--- src/rtl/core/bec_pkg.sv ---
// Types, character constants and lookup functions shared by the escape codec.
`timescale 1ns / 1ps

package bec_pkg;

  localparam logic [7:0] CH_NL    = 8'h0A;
  localparam logic [7:0] CH_TAB   = 8'h09;
  localparam logic [7:0] CH_CR    = 8'h0D;
  localparam logic [7:0] CH_QUOTE = 8'h22;
  localparam logic [7:0] CH_BSL   = 8'h5C;
  localparam logic [7:0] CH_N     = 8'h6E;
  localparam logic [7:0] CH_T     = 8'h74;
  localparam logic [7:0] CH_R     = 8'h72;

  localparam logic MODE_ESCAPE   = 1'b0;
  localparam logic MODE_UNESCAPE = 1'b1;

  // Number of results one input item produces.
  typedef enum logic [1:0] {
    CNT_NONE = 2'd0,
    CNT_ONE  = 2'd1,
    CNT_TWO  = 2'd2
  } res_cnt_t;

  typedef struct packed {
    logic [7:0] out_byte;
    logic       run_last;
    logic       string_last;
  } res_t;

  // Decoded outcome of one input item.
  typedef struct packed {
    res_cnt_t cnt;
    res_t     first;
    res_t     second;
    logic     pending_nxt;
  } conv_t;

  typedef struct packed {
    logic       hit;
    logic [7:0] ch;
  } lookup_t;

  function automatic lookup_t escape_letter(input logic [7:0] b);
    lookup_t r;
    r.hit = 1'b1;
    case (b)
      CH_NL:    r.ch = CH_N;
      CH_TAB:   r.ch = CH_T;
      CH_CR:    r.ch = CH_R;
      CH_QUOTE: r.ch = CH_QUOTE;
      CH_BSL:   r.ch = CH_BSL;
      default: begin
        r.hit = 1'b0;
        r.ch  = 8'h00;
      end
    endcase
    return r;
  endfunction

  function automatic lookup_t unescape_letter(input logic [7:0] b);
    lookup_t r;
    r.hit = 1'b1;
    case (b)
      CH_N:     r.ch = CH_NL;
      CH_T:     r.ch = CH_TAB;
      CH_R:     r.ch = CH_CR;
      CH_QUOTE: r.ch = CH_QUOTE;
      CH_BSL:   r.ch = CH_BSL;
      default: begin
        r.hit = 1'b0;
        r.ch  = 8'h00;
      end
    endcase
    return r;
  endfunction

endpackage

--- src/rtl/core/bec_in_if.sv ---
// Input channel of the escape codec: one string byte per item.
`timescale 1ns / 1ps

interface bec_in_if;
  logic       valid;
  logic       ready;
  logic [7:0] in_byte;
  logic       last_byte;

  modport source (output valid, output in_byte, output last_byte, input ready);
  modport sink (input valid, input in_byte, input last_byte, output ready);
endinterface

--- src/rtl/core/bec_out_if.sv ---
// Result channel of the escape codec: one converted byte per item.
`timescale 1ns / 1ps

interface bec_out_if;
  logic       valid;
  logic       ready;
  logic [7:0] out_byte;
  logic       run_last;
  logic       string_last;

  modport source (output valid, output out_byte, output run_last, output string_last,
                  input ready);
  modport sink (input valid, input out_byte, input run_last, input string_last,
                output ready);
endinterface

--- src/rtl/core/backslash_escape_codec.sv ---
// Top level of the streaming backslash escape / unescape codec.
//
//   port     dir   handshake     payload
//   in_ch    in    valid/ready   in_byte[7:0], last_byte
//   out_ch   out   valid/ready   out_byte[7:0], run_last, string_last
//   cfg_*    in    cfg_we        cfg_wdata = mode
//
// An item moves into an input register, is decoded there, and its results
// load the output register and a second-result register. The output register's
// single port sends one result at a time, so an item with two results keeps the
// next item waiting until its second result is out; a held backslash yields no
// result. Reset is synchronous and clears mode and the held backslash; a stalled
// output holds its item while the input register still takes one more item.
`timescale 1ns / 1ps

module backslash_escape_codec (
  input  logic clk,
  input  logic rst_n,
  input  logic cfg_we,
  input  logic cfg_wdata,
  bec_in_if.sink    in_ch,
  bec_out_if.source out_ch
);

  logic           mode_r;
  logic           pending_r;
  logic           in_v_r;
  logic [7:0]     in_byte_r;
  logic           in_last_r;
  logic           out_v_r;
  bec_pkg::res_t  out_r;
  logic           sec_v_r;
  bec_pkg::res_t  sec_r;

  bec_pkg::conv_t conv;
  logic           out_free;
  logic           adv;

  bec_conv u_conv (
    .mode      (mode_r),
    .pending   (pending_r),
    .in_byte   (in_byte_r),
    .last_byte (in_last_r),
    .conv      (conv)
  );

  assign out_free = !out_v_r || out_ch.ready;
  // The held item leaves once its results have room; one with no result always can.
  assign adv = in_v_r && (conv.cnt == bec_pkg::CNT_NONE || (!sec_v_r && out_free));

  assign in_ch.ready        = !in_v_r || adv;
  assign out_ch.valid       = out_v_r;
  assign out_ch.out_byte    = out_r.out_byte;
  assign out_ch.run_last    = out_r.run_last;
  assign out_ch.string_last = out_r.string_last;

  always_ff @(posedge clk) begin
    if (!rst_n) begin
      mode_r    <= bec_pkg::MODE_ESCAPE;
      pending_r <= 1'b0;
      in_v_r    <= 1'b0;
      out_v_r   <= 1'b0;
      sec_v_r   <= 1'b0;
    end else begin
      if (cfg_we) begin
        mode_r    <= cfg_wdata;
        pending_r <= 1'b0;
      end else if (adv) begin
        pending_r <= conv.pending_nxt;
      end

      if (in_ch.valid && in_ch.ready) begin
        in_v_r    <= 1'b1;
        in_byte_r <= in_ch.in_byte;
        in_last_r <= in_ch.last_byte;
      end else if (adv) begin
        in_v_r <= 1'b0;
      end

      if (out_free) begin
        if (sec_v_r) begin
          out_v_r <= 1'b1;
          out_r   <= sec_r;
          sec_v_r <= 1'b0;
        end else if (adv && conv.cnt != bec_pkg::CNT_NONE) begin
          out_v_r <= 1'b1;
          out_r   <= conv.first;
          sec_v_r <= (conv.cnt == bec_pkg::CNT_TWO);
          sec_r   <= conv.second;
        end else begin
          out_v_r <= 1'b0;
        end
      end
    end
  end

`ifndef SYNTH
  a_sec_behind_out: assert property (@(posedge clk) disable iff (!rst_n)
    sec_v_r |-> out_v_r)
    else $error("second result held without a first result");

  a_first_not_run_end: assert property (@(posedge clk) disable iff (!rst_n)
    sec_v_r |-> (!out_r.run_last && sec_r.run_last))
    else $error("run end flags out of order within a two-result item");

  a_escape_clears_pending: assert property (@(posedge clk) disable iff (!rst_n)
    (adv && mode_r == bec_pkg::MODE_ESCAPE) |=> !pending_r)
    else $error("backslash held in escape mode");

  a_held_item_kept: assert property (@(posedge clk) disable iff (!rst_n)
    (in_v_r && !in_ch.ready) |=> in_v_r)
    else $error("stalled input item lost");
`endif

endmodule

--- src/rtl/core/bec_conv.sv ---
// Combinational conversion of one held byte into zero, one or two result bytes.
`timescale 1ns / 1ps

module bec_conv (
  input  logic           mode,
  input  logic           pending,
  input  logic [7:0]     in_byte,
  input  logic           last_byte,
  output bec_pkg::conv_t conv
);

  bec_pkg::lookup_t esc;
  bec_pkg::lookup_t unesc;

  assign esc   = bec_pkg::escape_letter(in_byte);
  assign unesc = bec_pkg::unescape_letter(in_byte);

  always_comb begin
    conv.cnt         = bec_pkg::CNT_ONE;
    conv.first       = '{out_byte: in_byte, run_last: 1'b1, string_last: last_byte};
    conv.second      = '{out_byte: in_byte, run_last: 1'b1, string_last: last_byte};
    conv.pending_nxt = 1'b0;
    if (mode == bec_pkg::MODE_ESCAPE) begin
      if (esc.hit) begin
        conv.cnt          = bec_pkg::CNT_TWO;
        conv.first        = '{out_byte: bec_pkg::CH_BSL, run_last: 1'b0, string_last: 1'b0};
        conv.second.out_byte = esc.ch;
      end
    end else if (pending) begin
      if (unesc.hit) begin
        conv.first.out_byte = unesc.ch;
      end else begin
        // Unknown escape: the held backslash comes out ahead of the byte.
        conv.cnt   = bec_pkg::CNT_TWO;
        conv.first = '{out_byte: bec_pkg::CH_BSL, run_last: 1'b0, string_last: 1'b0};
      end
    end else if (in_byte == bec_pkg::CH_BSL && !last_byte) begin
      conv.cnt         = bec_pkg::CNT_NONE;
      conv.pending_nxt = 1'b1;
    end
  end

endmodule

--- src/flat_wrapper.sv ---
// flat-port wrapper written by rule: the top's interface ports become plain ports
module backslash_escape_codec_flat 
  (clk, rst_n, cfg_we, cfg_wdata, in_ch_valid, in_ch_in_byte, in_ch_last_byte, in_ch_ready, out_ch_valid, out_ch_out_byte, out_ch_run_last, out_ch_string_last, out_ch_ready);
  bec_in_if in_ch_i ();
  bec_out_if out_ch_i ();
  input  logic clk;
  input  logic rst_n;
  input  logic cfg_we;
  input  logic cfg_wdata;
  input wire logic [$bits(in_ch_i.valid)-1:0] in_ch_valid;
  input wire logic [$bits(in_ch_i.in_byte)-1:0] in_ch_in_byte;
  input wire logic [$bits(in_ch_i.last_byte)-1:0] in_ch_last_byte;
  output wire logic [$bits(in_ch_i.ready)-1:0] in_ch_ready;
  output wire logic [$bits(out_ch_i.valid)-1:0] out_ch_valid;
  output wire logic [$bits(out_ch_i.out_byte)-1:0] out_ch_out_byte;
  output wire logic [$bits(out_ch_i.run_last)-1:0] out_ch_run_last;
  output wire logic [$bits(out_ch_i.string_last)-1:0] out_ch_string_last;
  input wire logic [$bits(out_ch_i.ready)-1:0] out_ch_ready;
  assign in_ch_i.valid = in_ch_valid;
  assign in_ch_i.in_byte = in_ch_in_byte;
  assign in_ch_i.last_byte = in_ch_last_byte;
  assign in_ch_ready = in_ch_i.ready;
  assign out_ch_valid = out_ch_i.valid;
  assign out_ch_out_byte = out_ch_i.out_byte;
  assign out_ch_run_last = out_ch_i.run_last;
  assign out_ch_string_last = out_ch_i.string_last;
  assign out_ch_i.ready = out_ch_ready;
  backslash_escape_codec u_core (.clk(clk), .rst_n(rst_n), .cfg_we(cfg_we), .cfg_wdata(cfg_wdata), .in_ch(in_ch_i), .out_ch(out_ch_i));
endmodule
--- config.mk ---
export PLATFORM = sky130hd
export DESIGN_NAME = backslash_escape_codec_flat
export DESIGN_NICKNAME = d
export VERILOG_FILES = /design/src/rtl/core/bec_pkg.sv /design/src/rtl/core/bec_in_if.sv /design/src/rtl/core/bec_out_if.sv /design/src/rtl/core/backslash_escape_codec.sv /design/src/rtl/core/bec_conv.sv /design/src/flat_wrapper.sv
export SDC_FILE = /design/constraint.sdc
export NUM_CORES = 1
export LEC_CHECK = 0
export BUFFER_PORTS_ARGS = -buffer_cell sky130_fd_sc_hd__buf_2
export CORE_ASPECT_RATIO = 0.75
export CORE_MARGIN = 5
export CORE_UTILIZATION = 59
export CTS_BUF_LIST = sky130_fd_sc_hd__clkbuf_16
export DETAILED_ROUTE_END_ITERATION = 6
export PLACE_DENSITY = 0.83
export SLEW_MARGIN = 10
export SYNTH_ARGS = -nofsm -noshare
export SYNTH_HDL_FRONTEND = slang
export SYNTH_SLANG_ARGS = --single-unit
--- constraint.sdc ---
create_clock -name clk -period 6.1 [get_ports clk]
set_input_delay 0 -clock clk [delete_from_list [all_inputs] [get_ports clk]]
set_output_delay 0 -clock clk [all_outputs]
set_load 0.005 [all_outputs]
======== Word level (Yosys, flattened, before mapping) ========
Index checks and enable logic that the tools add are counted.
operators by class
  mux-type cells .......................... 24
  eq/ne operators ......................... 9
  bitwise logic cells ..................... 2
  reductions and logical operators ........ 22
operators by type and width
  cell                count
  $pmux 7 s5          2
  $eq 8x7->1 const B  4
  $mux 10             3
  $eq 8x4->1 const B  3
  $mux 20             1
  $mux 8              2
  $mux 1              12
  $mux 12             1
  $reduce_or 5->1     2
  $eq 8x6->1 const B  1
  $mux 2              3
  $reduce_bool 2->1   3
  $logic_and 1x1->1   5
  $logic_not 1->1     4
  $reduce_and 4->1    1
  $logic_or 1x1->1    3
  $reduce_and 3->1    1
  $eq 2x2->1 const B  1
  $logic_not 2->1     1
  $not 1->1           2
  $reduce_and 2->1    1
  $reduce_or 2->1     1
word-level totals
  input port bits ......................... 15
  output and inout bits ................... 12
  register bits ........................... 33
  logic and storage cells ................. 69

======== Longest topological paths before layout ========
Gate-level depths: netlist (run 1).
  depth in word-level cells ............... 12
  mapped depth ............................ 8
  gate-level depth less buffers ........... 5

======== By module ========
From an unflattened synthesis (run 1), not the netlist that was laid out.
second synthesis, totals
  cells, all modules ...................... 147
  area, all modules ....................... 1843.0 um^2
by module, submodules not included
  module                  seq. area each (um^2)  area an instance (um^2)  cells each  instances
  backslash_escape_codec  970.9                  1243.7                   68          1
  bec_conv                0.0                    599.3                    79          1

======== Least setup slack after synthesis (run 1) ========
OpenSTA, ideal clock, no wires.
  path kind ............................... register -> register
  start ................................... reg u_core.in_byte_r[0]
  end ..................................... reg u_core.in_byte_r[0] (enable)
  required time ........................... 5.763 ns
  slack ................................... 3.687 ns
  library setup time ...................... 0.337 ns
  cell stages (with the launch flop) ...... 8
  arrival ................................. 2.075 ns
  clock period less this slack ............ 2.413 ns
  path buffers ............................ 2
  cell sequence ........................... edfxtp_1 -> buf_6 -> or2_1 -> or4_4 -> buf_6 -> o31ai_4 -> or2_2 -> and3_1
on the way
  word-level cells in the longest chain between the ends .. 12
  elaborated cells on any way between the ends .. 24
  classes of those cells .................. eq/ne: 8; mux: 7; reduce/logical: 9
ends and longest elaborated chain
  element                                   line                                          source
  start, declared                           backslash_escape_codec.sv:28                  logic [7:0] in_byte_r;
  start signal, assigned                    backslash_escape_codec.sv:74                  in_byte_r <= in_ch.in_byte;
  $eq 8x7->1, or another cell as far along  bec_pkg.sv:47, bec_pkg.sv:64, bec_conv.sv:37
  $reduce_or 5->1 (no source line)          -
  $mux 1                                    bec_pkg.sv:64                                 case (b)
  $mux 2                                    bec_conv.sv:30                                if (unesc.hit) begin
  $mux 2                                    bec_conv.sv:29                                end else if (pending) begin
  $mux 12 (*)                               bec_conv.sv:23                                if (mode == bec_pkg::MODE_ESCAPE) begin
  $logic_not 2->1 (*)                       backslash_escape_codec.sv:49                  assign adv = in_v_r && (conv.cnt == bec_pkg::CNT_NONE || (!sec_v_r && out_free));
  $logic_or 1x1->1 (*)                      backslash_escape_codec.sv:49
  $logic_and 1x1->1 (*)                     backslash_escape_codec.sv:49
  $logic_or 1x1->1 (*)                      backslash_escape_codec.sv:51                  assign in_ch.ready = !in_v_r || adv;
  named net in_ch_ready                     flat_wrapper.sv:13                            output wire logic [$bits(in_ch_i.ready)-1:0] in_ch_ready;
  $logic_and 1x1->1 (*)                     backslash_escape_codec.sv:72                  if (in_ch.valid && in_ch.ready) begin
  $reduce_and 2->1 (no source line) (*)     -
Mark *: on every way through the listed nets, which the timed path passes. The rest lies on a longest branch.
A chain may end at the register's enable or synchronous reset.

======== Final worst setup path (run 1) ========
  start ................................... reg u_core.in_byte_r[4]
  end ..................................... reg u_core.out_r, in the netlist u_core.out_ch.string_last (data pin)
on the way
  word-level cells in the longest chain between the ends .. 8
  elaborated cells on any way between the ends .. 18
  classes of those cells .................. eq/ne: 8; mux: 8; reduce/logical: 2
ends and longest elaborated chain
  element                                   line                          source
  $eq 8x7->1, or another cell as far along  bec_pkg.sv:47, bec_pkg.sv:64
  $reduce_or 5->1 (no source line)          -
  $mux 1                                    bec_pkg.sv:64
  $mux 2                                    bec_conv.sv:30
  $mux 10                                   bec_conv.sv:29
  $mux 12 (*)                               bec_conv.sv:23
  $mux 10 (*)                               backslash_escape_codec.sv:85  end else if (adv && conv.cnt != bec_pkg::CNT_NONE) begin
  $mux 10 (*)                               backslash_escape_codec.sv:81  if (sec_v_r) begin
  end signal, assigned                      backslash_escape_codec.sv:83  out_r <= sec_r;
  end signal, assigned                      backslash_escape_codec.sv:87  out_r <= conv.first;
  end, declared                             backslash_escape_codec.sv:31  bec_pkg::res_t out_r;
Mark *: on every way between the ends. The rest lies on a longest branch, timed or not. The select of a mux whose other input is x is not followed.

==> results.cfg, run 1 <==
[setup_path]
worstPathMaxFanout = 11
critPathLaunch = u_core.in_byte_r[4]
end_kind = flip-flop
crit_arrival_ps = 2650
critPathKind = flip-flop to flip-flop
startpoint_type = flip-flop
critPathRequiredTime_ps = 6130
r2r-start = u_core.in_byte_r[4]

[pwr]
power_switching_uw = 104
p_comb_share_pct = 6.4
power_uw = 523
pwr-share-seq_pct = 50.1
switching_share_pct = 20.0
p_clk_share_pct = 43.5
power_per_cell_area_mw_per_mm2 = 263
p_int_uw = 418
total_leakage_power_nw = 0.709
vdd.ir_drop.worst_mv = 0.201

[floorplanning]
dieWidth_microns = 70.6
die_h_microns = 55.4
die-area_sq_mm = 0.00391
core_area_sq_mm = 0.00262
initial_core_util_pct = 61.9
rows = 16
pin_count = 27

[clock_network]
cts_sinks = 33
clk_latency_ps = 280
cts_buffers = 5
clkSlewWorstSetupHoldPaths_ps = 50
cts_resized = 0
htree_levels = 2
cts_setup_buffers = 0
tritoncts = done
postCtsHoldBufs = 11
clockRootBuffer = clkbuf_16
cts_buffer_depth = 2

[route]
post_drt_wl_per_cell_microns = 15.4
drc = 0
vias_per_cell = 5.68
wirelength_microns = 3320
ant_nets = 0
vias = 1227
drt_iter0_drc = 146
firstDrtPassIters = 4

[sta]
hold_viol_final = 0
rsz0062_at_grt = no
finalCritPeriodShare_pct = 42.9
report.final.setup_viol = 0
period_minus_slack_ps = 2620
skew_ps = 5.12
drv_slew = 0
tns_ps = 0
max_slew_margin_pct = 39.3
tightest_slew_ps = 910
max_freq_mhz = 382
hold_slack_ps = 22.3

[synth]
yosysWarnings = 0
ys.flop_type = edfxtp_1
synth_nets = 160
avgSynthCellArea_sq_um = 11.2
synthArstFlopShare_pct = 0
syn_area_sq_mm = 0.00162
ys_seq_elements = 33
synth_cell_types = 42
synth_edf_count = 28
ys_seq_area_share_pct = 57.9
synthCells = 145

[global_routing]
antenna_found_initial = 0
grt_max_degree = 16
grt.overflow.total = 0
grt_pass1_wl_microns = 5600
grt_pass1_vias = 1175
grt_usage_pct = 19.0

[placed_design]
dpl.cell_count = 197
hpwl_microns = 2290
port_buffers = 26
gp_congestion = 1.06
dpl-instance-area_sq_mm = 0.00174

[layout]
layout_common_cells = edfxtp_1 (28), buf_2 (26), nand2_1 (14)
fin_cells = 216
areaGrowthSynthToFinish_pct = 22.3
mostFrequentLayoutCell = edfxtp_1
antenna_cells = 0
drive_gt1_share_pct = 22.8
nets = 194
fillers = 189
final_area_sq_mm = 0.00199

[run]
drv_cap = 0

[status]
outcome = finished, final reports clean

[hold_path]
hp-start = cfg_wdata
hp-class = primary input to flip-flop
[state kept, by name (all words and copies together), names as in the netlist]
register,count
u_core.out_ch.run_last,1
u_core.in_v_r,1
u_core.sec_r,9
u_core.pending_r,1
u_core.out_ch.string_last,1
u_core.mode_r,1
u_core.out_ch.out_byte,8
u_core.in_last_r,1
u_core.out_ch.valid,1
u_core.sec_v_r,1
u_core.in_byte_r,8
[routing by layer]
layer  track usage, %  up-vias  part of all wire [%]
li1                 -      605                     -
met1             23.1      558                    43
met2             29.6       53                    47
met3             9.24       11                   7.7
met4             6.43        0                   2.4
met5                0        -                     0
[layout make-up]
type	instances	area, sq um	area share, %
tap	36	45.0	2.27
multi-input combinational	96	601	30.2
clock inverter	3	11.3	0.567
inverter	6	22.5	1.13
clock buffer	5	125	6.30
timing repair buffer	37	240	12.1
sequential	33	941	47.4
[synthesized netlist by cell type (4+ instances only)]
cell,n,area share (%)
clkbuf_1,7,1.6
dfxtp_1,5,6.2
nand3_1,5,1.5
inv_1,6,1.4
nand2_1,14,3.2
nor2_1,8,1.8
nand2b_1,5,1.9
o21ai_0,4,1.2
a21oi_1,6,1.8
edfxtp_1,28,52
[cells by family (layout without fill, tap and decap cells)]
group	count (synthesis)	in the layout	synth area share [%]
and+or+nand+nor	58	58	19.7
AOI/OAI and AO/OA	36	36	15.9
DFF	33	33	57.9
buffers and inverters	16	51	5.08
muxes	2	2	1.31
[power groups by stage]
stage               Sequential (mW)  Combinational (mW)  Clock [mW]
floorplan                     0.262              0.0195           0
global placement              0.265              0.0265           0
detailed placement            0.266              0.0275           0
CTS                           0.261              0.0331       0.229
global route                  0.263              0.0370       0.242
finish                        0.262              0.0335       0.227
[worst max-delay path, cell delays in order, from the launching register on]
cell	delay, ps
edfxtp_1	480
nor4_1	660
o211ai_1	270
a31oi_2	520
a31oi_1	160
a31o_2	290
[through the flow]
| step | setup WS [ps] | utilization, % |
|---|---|---|
| global placement | 3660 | 66.3 |
| detailed placement | 3560 | 66.3 |
| floorplan | 3690 | - |
| finish | 3480 | 75.7 |
| global route | 3350 | 75.7 |
| CTS | 3540 | 75.7 |
[path summary, 6_finish.rpt]
path / endpoint / slack, ps / cells past startpoint
worst max-delay path: u_core.out_ch.string_last / 3480 / 5
worst max register to register: u_core.out_ch.string_last / 3480 / 5
worst min-delay path: u_core.mode_r / 20 / 3
worst min register to register: u_core.out_ch.out_byte[3] / 530 / 2
No activity file was read; power rests on OpenSTA's default activity.
==> inputs of run 2 (changes only) <==
--- a/config.mk
+++ b/config.mk
@@ -5,13 +5,14 @@
 export SDC_FILE = /design/constraint.sdc
 export NUM_CORES = 1
 export LEC_CHECK = 0
+export ABC_AREA = 1
 export BUFFER_PORTS_ARGS = -buffer_cell sky130_fd_sc_hd__buf_2
 export CORE_ASPECT_RATIO = 0.75
 export CORE_MARGIN = 5
-export CORE_UTILIZATION = 59
+export CORE_UTILIZATION = 50
 export CTS_BUF_LIST = sky130_fd_sc_hd__clkbuf_16
 export DETAILED_ROUTE_END_ITERATION = 6
-export PLACE_DENSITY = 0.83
+export PLACE_DENSITY = 0.74
 export SLEW_MARGIN = 10
 export SYNTH_ARGS = -nofsm -noshare
 export SYNTH_HDL_FRONTEND = slang
==> constraint.sdc (replaced) <==
create_clock -name clk -period 2.3 [get_ports clk]
set_input_delay 0 -clock clk [delete_from_list [all_inputs] [get_ports clk]]
set_output_delay 0 -clock clk [all_outputs]
set_load 0.005 [all_outputs]
==> results.cfg, run 2 <==
[status]
outcome = finished, final reports clean

[global_routing]
grt.overflow.total = 0
grt_pass1_wl_microns = 6150
antenna_found_initial = 0
grt_max_degree = 14
grt_usage_pct = 16.9
grt_pass1_vias = 1316

[setup_path]
crit_family = buffers and inverters
crit_chain = inv_1 > nor3_2 > nand2_1 > nand3_1 > nand3_1 > inv_1
cp_slowest_cell = dfxtp_1
startpoint_type = flip-flop
r2r-start = u_core.mode_r
slowest_delay_ps = 500
worstPathMaxFanout = 11
end_kind = flip-flop
reg2reg_depth = 6
r2r_end = u_core.in_byte_r[6]
critPathRequiredTime_ps = 2250
crit_arrival_ps = 1880
critPathKind = flip-flop to flip-flop
cp_num_buf_inv = 2
rrSetupSlack_ps = 360

[floorplanning]
die-area_sq_mm = 0.00476
die_h_microns = 61
initial_core_util_pct = 52.4
pin_count = 27
dieWidth_microns = 78.0
core_area_sq_mm = 0.00331
rows = 18

[route]
ant_nets = 0
vias = 1399
drt_iter0_drc = 71
wirelength_microns = 3640
vias_per_cell = 4.98
drc = 0
firstDrtPassIters = 4
post_drt_wl_per_cell_microns = 12.9

[sta]
report.final.setup_viol = 0
period_minus_slack_ps = 1940
finalCritPeriodShare_pct = 84.2
rsz0062_at_grt = no
tns_ps = 0
skew_ps = 2.65
tightest_slew_ps = 499
drv_slew = 0
hold_viol_final = 0
max_slew_margin_pct = 66.7
max_freq_mhz = 516

[synth]
synth_cell_types = 25
synth_top_area_share_pct = 48.5
synth_nets = 213
yosys-top-cells-area = edfxtp_1 (48%), nand2_1 (11%), nor2_1 (5.8%)
synth_most_common_cell = nand2_1
ys.flop_type = edfxtp_1
ys_seq_elements = 33
yosysWarnings = 0
synthCells = 198
ys_seq_area_share_pct = 54.3
synth_edf_count = 28
avgSynthCellArea_sq_um = 8.76
synth_top_area_cell = edfxtp_1
syn_area_sq_mm = 0.00173
synthArstFlopShare_pct = 0
synth_common_cells = nand2_1 (51), edfxtp_1 (28), nor2_1 (27), inv_1 (15), nand3_1 (14)

[clock_network]
htree_levels = 2
tritoncts = done
clockRootBuffer = clkbuf_16
cts_sinks = 33
cts_buffer_depth = 2
cts_buffers = 5
clkSlewWorstSetupHoldPaths_ps = 50
clk_latency_ps = 270

[placed_design]
dpl-instance-area_sq_mm = 0.00191
hpwl_microns = 2750
gp_congestion = 0.897
port_buffers = 26

[layout]
areaGrowthSynthToFinish_pct = 25.5
largest_register = u_core.sec_r
nets = 255
layout_common_cells = nand2_1 (51), edfxtp_1 (28), nor2_1 (27)
antenna_cells = 0
largest_register_ffs = 9
fillers = 264
drive_gt1_share_pct = 26.6
final_area_sq_mm = 0.00218
mostFrequentLayoutCell = nand2_1

[hold_path]
min_to = u_core.pending_r
min_path_cells = 4
hp-start = cfg_we
hp-class = primary input to flip-flop

[pwr]
total_leakage_power_nw = 0.954
vdd.ir_drop.worst_mv = 0.491
power_per_cell_area_mw_per_mm2 = 707

[run]
drv_cap = 0
[run 2: power by group]
group / switching [mW] / internal, mW / total, mW / leakage, nW
registers: 0.0180 / 0.677 / 0.695 / 0.298
clock network: 0.220 / 0.502 / 0.722 / 0.0826
logic: 0.0684 / 0.0528 / 0.121 / 0.574
[run 2: final cells by class]
cell class              count  area, sq um  share of cell area [%]
inverters                  22         82.6                    3.79
well taps                  40         50.0                    2.30
flip-flops and latches     33          941                    43.2
clock buffers               5          125                    5.75
multi-input cells         140          696                    32.0
clock inverters             3         37.5                    1.72
repair buffers             38          245                    11.3
[run 2: worst max path at each step]
stage,to,cells past startpoint,slack [ps],startpoint
floorplan,u_core.sec_r[0],6,380,u_core.mode_r
global placement,u_core.in_byte_r[5],6,450,u_core.mode_r
detailed placement,u_core.in_byte_r[4],6,370,u_core.mode_r
CTS,u_core.in_byte_r[4],6,380,u_core.mode_r
global route,u_core.in_byte_r[6],6,240,u_core.mode_r
finish,u_core.in_byte_r[6],6,360,u_core.mode_r
[run 2: logic make-up (layout without fill, tap and decap cells)]
family	count (synthesis)	count (layout)	share of synthesized area (%)
AND/OR/NAND/NOR	115	115	32.0
flip-flops	33	33	54.3
AO/OA/AOI/OAI	25	25	8.08
buffers and inverters	25	68	5.63
[run 2: layer usage]
metal | wire length [microns] | part of all wire (%) | track usage (%)
met1 | 1720 | 47 | 22.4
met2 | 1570 | 43 | 26.9
met3 | 293 | 8.1 | 4.30
met4 | 59 | 1.6 | 6.99
met5 | 0 | 0 | 0
[run 2: what timing repair did]
| item | in CTS | in global routing |
|---|---|---|
| buffers inserted | 0 | 0 |
| hold buffers | 10 | 0 |
| endpoints found under the hold margin | 10 | 0 |
| gates resized for setup | 0 | 0 |
| setup endpoints to repair | 0 | 0 |
[run 2: metrics by stage]
step / hold slack (ps) / setup slack [ps] / util, % / power [mW] / std cells
floorplan: 98.9 / 375 / - / 0.773 / 198
global placement: 176 / 451 / 57.8 / 0.814 / 263
detailed placement: 178 / 375 / 57.8 / 0.815 / 263
CTS: 1.09 / 382 / 65.8 / 1.55 / 281
global route: 28.9 / 237 / 65.8 / 1.59 / 281
finish: 4.75 / 364 / 65.8 / 1.54 / 281
[run 2: worst min-delay path, delay by kind of cell]
kind                   cells  cell delay, ps
buffers and inverters      1             100
and+or+nand+nor            3             130
